[src/hw/rtl/sfp_pkg.sv]
`timescale 1ns / 1ps
// shared types and constants for the sensor frame parser
// no dependencies

package sfp_pkg;

  localparam logic [7:0] SyncByte = 8'h5A;
  // checksum seed after both sync bytes
  localparam logic [7:0] SyncSum = 8'(2 * SyncByte);
  localparam int MaxPayloadDefault = 60;

  // type byte bits
  localparam int TypeAccelBit = 0;
  localparam int TypeMagBit = 1;
  localparam int TypeGyroBit = 2;
  localparam int TypeEulerBit = 3;

  typedef struct packed {
    logic [7:0]         frame_type;
    logic [7:0]         payload_length;
    logic               has_gyro;
    logic signed [15:0] gyro_x;
    logic signed [15:0] gyro_y;
    logic               has_euler;
    logic [15:0]        yaw_angle;
    logic signed [15:0] roll_angle;
    logic signed [15:0] pitch_angle;
  } sfp_result_t;

endpackage

[src/hw/rtl/sfp_parse.sv]
`timescale 1ns / 1ps
// frame state machine: sync hunt, header, payload capture, checksum check
// depends on sfp_pkg

module sfp_parse #(
  parameter int MAX_PAYLOAD = sfp_pkg::MaxPayloadDefault
) (
  input  logic                clk,
  input  logic                rst_n,
  input  logic                beat,
  input  logic [7:0]          rx_byte,
  input  logic                chunk_start,
  output logic                res_valid,
  output sfp_pkg::sfp_result_t res
);
  import sfp_pkg::*;

  localparam logic [8:0] MaxLen = 9'(MAX_PAYLOAD);

  typedef enum logic [2:0] {
    PH_SYNC1 = 3'd0,
    PH_SYNC2 = 3'd1,
    PH_TYPE  = 3'd2,
    PH_LEN   = 3'd3,
    PH_DATA  = 3'd4,
    PH_CHECK = 3'd5
  } phase_t;

  phase_t      phase_r, phase_nxt, phase_cur;
  logic [7:0]  type_r, type_nxt;
  logic [7:0]  len_r, len_nxt;
  logic [7:0]  idx_r, idx_nxt;
  logic [7:0]  sum_r, sum_nxt;
  logic [7:0]  hold_r, hold_nxt;
  logic [15:0] words_r [5];
  logic [15:0] words_nxt [5];

  logic [4:0]  g_off, e_off;
  logic [7:0]  g_rel, e_rel;
  logic        in_gyro, in_euler;
  logic [2:0]  slot;
  logic        slot_hit;
  logic        g_ok, e_ok;
  logic [7:0]  idx_inc;

  // group offsets, 6 bytes per group present ahead
  always_comb begin
    g_off = (type_r[TypeAccelBit] ? 5'd6 : 5'd0) + (type_r[TypeMagBit] ? 5'd6 : 5'd0);
    e_off = g_off + (type_r[TypeGyroBit] ? 5'd6 : 5'd0);
    g_rel = idx_r - {3'b0, g_off};
    e_rel = idx_r - {3'b0, e_off};
    in_gyro = type_r[TypeGyroBit] && (idx_r >= {3'b0, g_off})
              && (idx_r < {3'b0, g_off} + 8'd4);
    in_euler = type_r[TypeEulerBit] && (idx_r >= {3'b0, e_off})
               && (idx_r < {3'b0, e_off} + 8'd6);
    slot_hit = in_gyro || in_euler;
    if (in_gyro) begin
      slot = {2'b0, g_rel[1]};
    end else begin
      slot = 3'd2 + {1'b0, e_rel[2:1]};
    end
    g_ok = type_r[TypeGyroBit] && ({4'b0, g_off} + 9'd4 <= {1'b0, len_r});
    e_ok = type_r[TypeEulerBit] && ({4'b0, e_off} + 9'd6 <= {1'b0, len_r});
    idx_inc = idx_r + 8'd1;
  end

  always_comb begin
    phase_cur = chunk_start ? PH_SYNC1 : phase_r;
    phase_nxt = phase_r;
    type_nxt = type_r;
    len_nxt = len_r;
    idx_nxt = idx_r;
    sum_nxt = sum_r;
    hold_nxt = hold_r;
    for (int k = 0; k < 5; k++) begin
      words_nxt[k] = words_r[k];
    end
    res_valid = 1'b0;
    if (beat) begin
      case (phase_cur)
        PH_SYNC2: begin
          if (rx_byte == SyncByte) begin
            sum_nxt = SyncSum;
            phase_nxt = PH_TYPE;
          end else begin
            phase_nxt = PH_SYNC1;
          end
        end
        PH_TYPE: begin
          type_nxt = rx_byte;
          sum_nxt = sum_r + rx_byte;
          phase_nxt = PH_LEN;
        end
        PH_LEN: begin
          len_nxt = rx_byte;
          sum_nxt = sum_r + rx_byte;
          idx_nxt = 8'd0;
          if ({1'b0, rx_byte} > MaxLen) begin
            phase_nxt = PH_SYNC1;
          end else if (rx_byte == 8'd0) begin
            phase_nxt = PH_CHECK;
          end else begin
            phase_nxt = PH_DATA;
          end
        end
        PH_DATA: begin
          sum_nxt = sum_r + rx_byte;
          if (slot_hit) begin
            if (!idx_r[0]) begin
              hold_nxt = rx_byte;
            end else begin
              words_nxt[slot] = {hold_r, rx_byte};
            end
          end
          idx_nxt = idx_inc;
          if (idx_inc >= len_r) begin
            phase_nxt = PH_CHECK;
          end
        end
        PH_CHECK: begin
          phase_nxt = PH_SYNC1;
          res_valid = (rx_byte == sum_r);
        end
        default: begin
          // the first sync phase and unused codes hunt for the sync byte
          phase_nxt = (rx_byte == SyncByte) ? PH_SYNC2 : PH_SYNC1;
        end
      endcase
    end
  end

  always_comb begin
    res.frame_type = type_r;
    res.payload_length = len_r;
    res.has_gyro = g_ok;
    res.gyro_x = g_ok ? words_r[0] : 16'd0;
    res.gyro_y = g_ok ? words_r[1] : 16'd0;
    res.has_euler = e_ok;
    res.yaw_angle = e_ok ? words_r[2] : 16'd0;
    res.roll_angle = e_ok ? words_r[3] : 16'd0;
    res.pitch_angle = e_ok ? words_r[4] : 16'd0;
  end

  always_ff @(posedge clk) begin
    if (!rst_n) begin
      phase_r <= PH_SYNC1;
      type_r <= 8'd0;
      len_r <= 8'd0;
      idx_r <= 8'd0;
      sum_r <= 8'd0;
      hold_r <= 8'd0;
      for (int k = 0; k < 5; k++) begin
        words_r[k] <= 16'd0;
      end
    end else begin
      phase_r <= phase_nxt;
      type_r <= type_nxt;
      len_r <= len_nxt;
      idx_r <= idx_nxt;
      sum_r <= sum_nxt;
      hold_r <= hold_nxt;
      for (int k = 0; k < 5; k++) begin
        words_r[k] <= words_nxt[k];
      end
    end
  end

endmodule

[src/hw/rtl/sfp_outbuf.sv]
`timescale 1ns / 1ps
// result register with one skid entry behind it
// depends on sfp_pkg

module sfp_outbuf (
  input  logic                 clk,
  input  logic                 rst_n,
  input  logic                 res_valid,
  input  sfp_pkg::sfp_result_t res,
  input  logic                 out_stall,
  output logic                 out_valid,
  output sfp_pkg::sfp_result_t out_res,
  output logic                 full
);
  import sfp_pkg::*;

  logic        out_valid_r;
  logic        skid_valid_r;
  sfp_result_t out_r;
  sfp_result_t skid_r;
  logic        out_free;

  assign out_free = !out_valid_r || !out_stall;
  assign out_valid = out_valid_r;
  assign out_res = out_r;
  assign full = skid_valid_r;

  always_ff @(posedge clk) begin
    if (!rst_n) begin
      out_valid_r <= 1'b0;
      skid_valid_r <= 1'b0;
    end else if (out_free) begin
      // input is stalled while skid holds a beat, so no new result collides
      out_valid_r <= skid_valid_r || res_valid;
      skid_valid_r <= 1'b0;
    end else if (res_valid) begin
      skid_valid_r <= 1'b1;
    end
  end

  always_ff @(posedge clk) begin
    if (out_free) begin
      out_r <= skid_valid_r ? skid_r : res;
    end else if (res_valid) begin
      skid_r <= res;
    end
  end

endmodule

[src/hw/rtl/sensor_frame_parser.sv]
`timescale 1ns / 1ps
// sensor frame parser top: one received byte per beat, one result per good frame
// the checksum beat's result is registered, into the skid entry if the output stalls
// one byte per cycle when not stalled; the frame state machine updates every beat
// input stalls only when both the result register and its skid entry are full
// synchronous active-low reset returns to the sync hunt and clears captured words
// depends on sfp_pkg, sfp_parse, sfp_outbuf

module sensor_frame_parser #(
  parameter int MAX_PAYLOAD = sfp_pkg::MaxPayloadDefault
) (
  input  logic               clk,
  input  logic               rst_n,
  input  logic               in_valid,
  output logic               in_stall,
  input  logic [7:0]         in_rx_byte,
  input  logic               in_chunk_start,
  output logic               out_valid,
  input  logic               out_stall,
  output logic [7:0]         out_frame_type,
  output logic [7:0]         out_payload_length,
  output logic               out_has_gyro,
  output logic signed [15:0] out_gyro_x,
  output logic signed [15:0] out_gyro_y,
  output logic               out_has_euler,
  output logic [15:0]        out_yaw_angle,
  output logic signed [15:0] out_roll_angle,
  output logic signed [15:0] out_pitch_angle
);
  import sfp_pkg::*;

  logic        beat;
  logic        res_valid;
  logic        buf_full;
  sfp_result_t res;
  sfp_result_t out_res;

  assign in_stall = buf_full;
  assign beat = in_valid && !buf_full;

  sfp_parse #(
    .MAX_PAYLOAD(MAX_PAYLOAD)
  ) u_parse (
    .clk(clk),
    .rst_n(rst_n),
    .beat(beat),
    .rx_byte(in_rx_byte),
    .chunk_start(in_chunk_start),
    .res_valid(res_valid),
    .res(res)
  );

  sfp_outbuf u_outbuf (
    .clk(clk),
    .rst_n(rst_n),
    .res_valid(res_valid),
    .res(res),
    .out_stall(out_stall),
    .out_valid(out_valid),
    .out_res(out_res),
    .full(buf_full)
  );

  assign out_frame_type = out_res.frame_type;
  assign out_payload_length = out_res.payload_length;
  assign out_has_gyro = out_res.has_gyro;
  assign out_gyro_x = out_res.gyro_x;
  assign out_gyro_y = out_res.gyro_y;
  assign out_has_euler = out_res.has_euler;
  assign out_yaw_angle = out_res.yaw_angle;
  assign out_roll_angle = out_res.roll_angle;
  assign out_pitch_angle = out_res.pitch_angle;

endmodule
[config.mk]
export PLATFORM = sky130hd
export DESIGN_NAME = sensor_frame_parser
export DESIGN_NICKNAME = d
export VERILOG_FILES = /design/src/hw/rtl/sfp_pkg.sv /design/src/hw/rtl/sfp_parse.sv /design/src/hw/rtl/sfp_outbuf.sv /design/src/hw/rtl/sensor_frame_parser.sv
export SDC_FILE = /design/constraint.sdc
export NUM_CORES = 1
export LEC_CHECK = 0
export ABC_CLOCK_PERIOD_IN_PS = 12700
export BUFFER_PORTS_ARGS = -buffer_cell sky130_fd_sc_hd__buf_2
export CAP_MARGIN = 0
export CORE_MARGIN = 2
export CORE_UTILIZATION = 43
export CTS_CLUSTER_DIAMETER = 40
export DETAILED_ROUTE_END_ITERATION = 16
export PLACE_DENSITY_LB_ADDON = 0.1
export SLEW_MARGIN = 10
export SYNTH_ARGS = -nofsm -noshare
export SYNTH_HDL_FRONTEND = slang
export SYNTH_SLANG_ARGS = --single-unit
[constraint.sdc]
create_clock -name clk -period 12.7 [get_ports clk]
set_input_delay 0.635 -clock clk [delete_from_list [all_inputs] [get_ports clk]]
set_output_delay 0.635 -clock clk [all_outputs]
set_load 0.01 [all_outputs]
Word level (Yosys, flattened, before mapping)
Memories as Yosys holds them, arrays and structs flattened.
Cells that the tools add are included.

word-level totals
  logic and storage cells = 128
  memories kept = 1
  flip-flop bits (word level) = 241
  RAM bits = 80
  bits in latches = 0
  output and inout port bits = 100
  bits in read-only memories = 0
  input port bits = 13

memory list
  name             depth  width  read ports  clocked after memory_dff  wr ports  RTL line         source
  u_parse.words_r  5      16     5           0                         5         sfp_parse.sv:35  logic [15:0] words_r [5];

operators by class
  order comparisons = 10
  muxes and demuxes = 36
  div/mod/pow operators = 0
  reductions and logical operators = 26
  multiply operators = 0
  eq/ne operators = 9
  shift-type cells = 0
  add/subtract/negate cells = 11
  bitwise logic cells = 9

operators with widths
  operator                                                               number
  80-bit 2-to-1 mux                                                      4
  16-bit 2-to-1 mux                                                      11
  98-bit 2-to-1 mux                                                      1
  80-bit bitwise mux                                                     1
  16-bit demux with 3-bit select                                         1
  8-bit one-hot mux with 2 select lines                                  2
  5-bit by 3-bit adder with 6-bit output, second input constant          4
  3-bit 2-to-1 mux                                                       7
  9-bit by 8-bit less-or-equal comparator with 1-bit output              2
  8-bit by 5-bit greater-or-equal comparator with 1-bit output           2
  8-bit by 6-bit < comparator with 1-bit output                          2
  3-bit one-hot mux with 5 select lines                                  1
  2-bit AND reduction                                                    5
  8-bit by 1-bit adder with 8-bit output, second input constant          1
  8-bit adder                                                            1
  8-bit by 7-bit equality test with 1-bit output, second input constant  1
  8-bit equality test                                                    1
  8-bit greater-or-equal comparator                                      1
  8-bit by 6-bit > comparator with 1-bit output, second input constant   1
  1-bit logical AND                                                      8
  8-bit zero test                                                        1
  8-bit 2-to-1 mux                                                       1
  3-bit by 2-bit equality test with 1-bit output, second input constant  2
  3-bit equality test, second input constant                             2
  21 further kinds                                                       38

Longest topological paths before layout
  depth in word-level cells = 17
  gate-level depth with buffers = 17
  mapped depth without buffers = 15

By module
From an unflattened synthesis, not the netlist that was laid out.

unflattened totals
  cell total of the unflattened synthesis = 1,052
  area total of the unflattened synthesis = 13,878.3 µm²

modules (own cells, without submodules)
  module               cells an instance  sequential area each (µm²)  area each (µm²)  times used
  sfp_outbuf           312                5,925.7                     7,178.1          1
  sfp_parse            739                2,462.4                     6,686.4          1
  sensor_frame_parser  1                  0.0                         13.8             1

Least setup slack after synthesis
Ideal clock, no wire load.

  path kind = input to register
  start = in out_stall
  end = reg u_outbuf.skid_r[0] (netlist name) (enable)
  arrival time = 7.477 ns
  setup slack = 4.655 ns
  buffers on the path = 0
  data required time = 12.133 ns
  cell stages on the path = 2
  library setup time = 0.567 ns
  path through = nand2_1 nor2b_1

between the ends
  word-level cells in the longest chain between the ends = 4

RTL lines
  item                           RTL line                   source
  start: declaration             sensor_frame_parser.sv:19  input logic out_stall,
  1-bit zero test                sfp_outbuf.sv:23           assign out_free = !out_valid_r || !out_stall;
  1-bit logical OR               sfp_outbuf.sv:23
  1-bit NOT (no line)            -
  2-bit AND reduction (no line)  -
  end signal: assignment         sfp_outbuf.sv:45           skid_r <= res;
  end: declaration               sfp_outbuf.sv:20           sfp_result_t skid_r;

Every way passes these cells.
A chain may end at the register's enable or synchronous reset.

==> results_tabular.tex <==
\begin{tabular}{lr}
\hline
Metric & Value \\
\hline
\multicolumn{2}{l}{\textbf{Critical path}} \\
\quad Worst stage delay on the critical path & 0.69 ns \\
\quad Worst Setup SP & u\_parse.type\_r[1] \\
\quad Critical path start-end classification & reg2reg \\
\quad Cell with the most instances on the worst path & sky130\_fd\_sc\_hd\_\_ha\_1 \\
\quad Master of the slowest instance on the critical path & sky130\_fd\_sc\_hd\_\_nor4\_1 \\
\quad Endpoint kind of the worst setup timing path & flip-flop \\
\quad Largest delay contributor family on the critical path & simple AND/OR/NAND/NOR gates \\
\quad Startpoint type of the worst setup path & flip-flop \\
\quad Req. time, crit path & 12.99 ns \\
\quad Largest fanout on the critical path & 49 \\
\quad Critical-path cell list & inv\_1 -> ha\_1 -> ha\_1 -> fa\_1 -> inv\_1 -> ha\_1 -> or3\_1 -> inv\_1 -> ha\_1 -> nand3\_1 -> nor3\_1 -> nor4\_1 -> nor2b\_4 -> and2\_1 \\
\quad Crit Reg-Reg Startpoint & u\_parse.type\_r[1] \\
\quad WP buf/inv & 3 \\
\quad Data arrival time of the worst path & 4.62 ns \\
\multicolumn{2}{l}{\textbf{Logic synthesis}} \\
\quad Sequential share of the synthesized area & 0.619 \\
\quad Net count after synthesis & 1152 \\
\quad Yosys top cell by area & sky130\_fd\_sc\_hd\_\_edfxtp\_1 \\
\quad Share of the synthesized area in the top cell type & 0.434 \\
\quad FF+latch count, synth & 321 \\
\quad Netlist cell types & 71 \\
\quad Share of flip-flops with an asynchronous set or reset after synthesis & 0 \\
\quad Synth area leaders & sky130\_fd\_sc\_hd\_\_edfxtp\_1 43\%, sky130\_fd\_sc\_hd\_\_dfxtp\_1 18\%, sky130\_fd\_sc\_hd\_\_a22o\_1 5.2\% \\
\quad Post-synthesis cell area & 13600 sq um \\
\quad Average footprint of a synthesized cell & 12.4 sq um \\
\quad Post-Synthesis Cells & 1091 \\
\quad Post-synth top flop & sky130\_fd\_sc\_hd\_\_edfxtp\_1 \\
\quad Number of synthesis warnings & 0 \\
\quad Number of flops mapped to enable cells by yosys & 196 \\
\multicolumn{2}{l}{\textbf{Clocking}} \\
\quad Worst-Skew Late Latency & 0.53 ns \\
\quad Maximum root-to-sink buffer count & 3 \\
\quad Post-cts sizing count & 0 \\
\quad Clock transition at the registers of the reported paths & 0.06 ns \\
\quad CTS Hold Buffers Added & 0 \\
\quad Post-CTS setup buffers & 0 \\
\quad Clock root buffer & sky130\_fd\_sc\_hd\_\_clkbuf\_16 \\
\quad Total clock sinks & 321 \\
\quad H-tree level count & 2 \\
\quad Num CTS Buffers & 44 \\
\quad TritonCTS clock tree & yes \\
\multicolumn{2}{l}{\textbf{STA}} \\
\quad Headroom to the max-slew limit & 0.337 \\
\quad Tightest Pin Transition & 0.994 ns \\
\quad Unrepaired setup endpoints after global routing & false \\
\quad Achievable frequency & 231 MHz \\
\quad Final clock skew & 0.0151 ns \\
\quad Post-route fraction of the period consumed by the critical path & 0.341 \\
\quad Final count of hold timing violations & 0 \\
\quad Setup Total Neg Slack & 0 ns \\
\quad Clock period minus worst slack & 4.34 ns \\
\quad Pins Over Slew Limit & 0 \\
\quad Final count of negative-setup-slack endpoints & 0 \\
\multicolumn{2}{l}{\textbf{Detailed routing}} \\
\quad WL per Instance & 19.3 um \\
\quad DRC Markers & 0 \\
\quad Starting DRC count in detailed routing & 493 \\
\quad Final WL & 31500 um \\
\quad Number of vias per cell & 5.33 \\
\quad Via count & 8682 \\
\quad Number of iterations in the first detailed-routing pass & 5 \\
\quad Residual antenna-violating net count after detailed routing & 0 \\
\multicolumn{2}{l}{\textbf{Place}} \\
\quad Final HPWL from detailed placement & 19300 um \\
\quad Placement-stage cell area & 14400 sq um \\
\quad Number of buffer cells added on primary ports & 112 \\
\quad Final weighted congestion in routability-driven placement & 0.806 \\
\multicolumn{2}{l}{\textbf{Worst hold path}} \\
\quad Hold path startpoint & in\_rx\_byte[2] \\
\quad Worst hold path type & in2reg \\
\multicolumn{2}{l}{\textbf{Pwr}} \\
\quad Power per cell area & 148 nW/um\^{}2 \\
\quad Total power & 0.00235 W \\
\quad Leakage Power & 6.34 nW \\
\quad Worst voltage drop across the vdd grid & 0.0901 mV \\
\multicolumn{2}{l}{\textbf{Global routing}} \\
\quad Grt ovf & 0 \\
\quad First-pass GRT wire length & 49100 um \\
\quad Initial antenna violation count & 0 \\
\quad Pin count of the biggest net entering global routing & 92 \\
\quad Vias in the first global route & 8406 \\
\quad Total GRT Usage & 0.191 \\
\multicolumn{2}{l}{\textbf{Floorplan}} \\
\quad I/O Pins & 113 \\
\quad Count of standard-cell rows & 65 \\
\quad Floorplan die height & 182 um \\
\quad Die footprint & 33000 sq um \\
\quad Starting density of the core & 0.433 \\
\quad Total core area & 31300 sq um \\
\quad Die Wd & 182 um \\
\multicolumn{2}{l}{\textbf{Status}} \\
\quad Outcome & completed \\
\multicolumn{2}{l}{\textbf{Layout}} \\
\quad Core utilization of the finished layout & 0.509 \\
\quad Fraction of layout instances using a drive strength above 1 & 0.186 \\
\quad P\&R area growth vs syn & 17.5\% \\
\quad Number of nets in the finished design & 1255 \\
\quad ANT cells & 0 \\
\quad Design Area, Final & 15900 sq um \\
\multicolumn{2}{l}{\textbf{Job}} \\
\quad Count of maximum capacitance violations & 0 \\
\hline
\end{tabular}
==> worst register-to-register path, stage by stage (launching register included) <==
cell,delay [ns]
sky130_fd_sc_hd__dfxtp_1,0.44
sky130_fd_sc_hd__inv_1,0.10
sky130_fd_sc_hd__ha_1,0.37
sky130_fd_sc_hd__ha_1,0.23
sky130_fd_sc_hd__fa_1,0.48
sky130_fd_sc_hd__inv_1,0.07
sky130_fd_sc_hd__ha_1,0.18
sky130_fd_sc_hd__or3_1,0.39
sky130_fd_sc_hd__inv_1,0.08
sky130_fd_sc_hd__ha_1,0.23
sky130_fd_sc_hd__nand3_1,0.09
sky130_fd_sc_hd__nor3_1,0.06
sky130_fd_sc_hd__nor4_1,0.69
sky130_fd_sc_hd__nor2b_4,0.36
sky130_fd_sc_hd__and2_1,0.33
==> kinds of logic (layout without fill, tap and decap cells) <==
| logic type | Yosys count | in the layout | synth area share |
|---|---|---|---|
| adders and majority gates | 48 | 48 | 0.0460 |
| buffers and inverters | 84 | 221 | 0.0272 |
| and+or+nand+nor | 347 | 347 | 0.144 |
| AOI/OAI and AO/OA | 228 | 228 | 0.119 |
| DFF | 321 | 321 | 0.619 |
| xor gates and xnor gates | 17 | 17 | 0.0110 |
| muxes | 46 | 46 | 0.0344 |
==> synthesized netlist by cell type, types with 5 or more instances <==
| master | instances |
|---|---|
| sky130_fd_sc_hd__edfxtp_1 | 196 |
| sky130_fd_sc_hd__dfxtp_1 | 125 |
| sky130_fd_sc_hd__nand2_1 | 85 |
| sky130_fd_sc_hd__and2_1 | 82 |
| sky130_fd_sc_hd__nand3_1 | 81 |
| sky130_fd_sc_hd__a22o_1 | 80 |
| sky130_fd_sc_hd__o21ai_1 | 66 |
| sky130_fd_sc_hd__ha_1 | 45 |
| sky130_fd_sc_hd__clkbuf_1 | 42 |
| sky130_fd_sc_hd__mux2i_1 | 41 |
| sky130_fd_sc_hd__nor2b_1 | 28 |
| sky130_fd_sc_hd__a21oi_1 | 21 |
| sky130_fd_sc_hd__inv_1 | 20 |
| sky130_fd_sc_hd__nor2_1 | 20 |
| sky130_fd_sc_hd__o21ai_0 | 19 |
| sky130_fd_sc_hd__buf_2 | 10 |
| sky130_fd_sc_hd__a21o_1 | 9 |
| sky130_fd_sc_hd__xnor2_1 | 9 |
| sky130_fd_sc_hd__a21boi_0 | 8 |
| sky130_fd_sc_hd__xor2_1 | 8 |
| sky130_fd_sc_hd__nand2b_1 | 7 |
| sky130_fd_sc_hd__buf_1 | 5 |
| sky130_fd_sc_hd__mux2_2 | 5 |
==> path summary, 6_finish.rpt <==
| kind | slack (ns) | to | cells past startpoint |
|---|---|---|---|
| worst min-delay path | 0.44 | u_parse.words_r[0][18] | 3 |
| worst max register to register | 8.36 | u_outbuf.skid_r[39] | 14 |
| worst max-delay path | 8.36 | u_outbuf.skid_r[39] | 14 |
| worst min register to register | 0.46 | u_outbuf.skid_r[97] | 0 |
==> registers in the layout (all words and copies together), names as in the netlist <==
name and cells:
u_parse.words_r 80, u_parse.type_r 8, u_outbuf.out_res 98, u_parse.sum_r 8, u_parse.idx_r 8, u_outbuf.full 1, u_parse.hold_r 8, u_outbuf.out_valid 1
u_parse.phase_r 3, u_parse.len_r 8, u_outbuf.skid_r 98
==> per-stage QoR <==
stage	worst slack (ns)	instances	hold WS (ns)
after global placement	8.39	1550	0.440
final	8.36	1630	0.443
after floorplan	4.66	1091	0.426
after global routing	8.01	1630	0.446
after CTS	8.34	1630	0.408
after detailed placement	8.34	1550	0.445
==> power breakdown <==
group          internal, W  switching (W)
registers          0.00109     0.00000134
clock network     0.000756       0.000464
logic           0.00000916      0.0000250
==> routing by layer <==
metal	GRT usage	part of all wire
met5	0	0
met4	0.0511	0.018
met3	0.0321	0.044
met2	0.314	0.47
met1	0.262	0.47
==> area by class of cell <==
type,instances,area [sq um]
tap,402,503
sequential,321,8390
inverter,20,75.1
multi-input combinational,686,4840
clock inverter,22,208
timing repair buffer,121,631
clock buffer,58,1280
fill,2815,15400
==> cells in the final DEF, fill, tap and decap left out, types with 6 or more instances in the layout <==
cell type	count
sky130_fd_sc_hd__a21oi_1	21
sky130_fd_sc_hd__buf_2	111
sky130_fd_sc_hd__nand3_1	81
sky130_fd_sc_hd__nor2_1	18
sky130_fd_sc_hd__clkinv_2	6
sky130_fd_sc_hd__ha_1	45
sky130_fd_sc_hd__nand2_1	84
sky130_fd_sc_hd__clkbuf_16	47
sky130_fd_sc_hd__xor2_1	8
sky130_fd_sc_hd__o21ai_0	19
sky130_fd_sc_hd__a22o_1	80
sky130_fd_sc_hd__xnor2_1	9
sky130_fd_sc_hd__clkbuf_8	6
sky130_fd_sc_hd__a21boi_0	8
sky130_fd_sc_hd__buf_4	10
sky130_fd_sc_hd__inv_1	20
sky130_fd_sc_hd__edfxtp_1	196
sky130_fd_sc_hd__mux2i_1	41
sky130_fd_sc_hd__nor2b_1	26
sky130_fd_sc_hd__o21ai_1	66
sky130_fd_sc_hd__dfxtp_1	124
sky130_fd_sc_hd__nand2b_1	7
sky130_fd_sc_hd__and2_1	82
sky130_fd_sc_hd__a21o_1	9
Power figures use the tool's default switching activity.
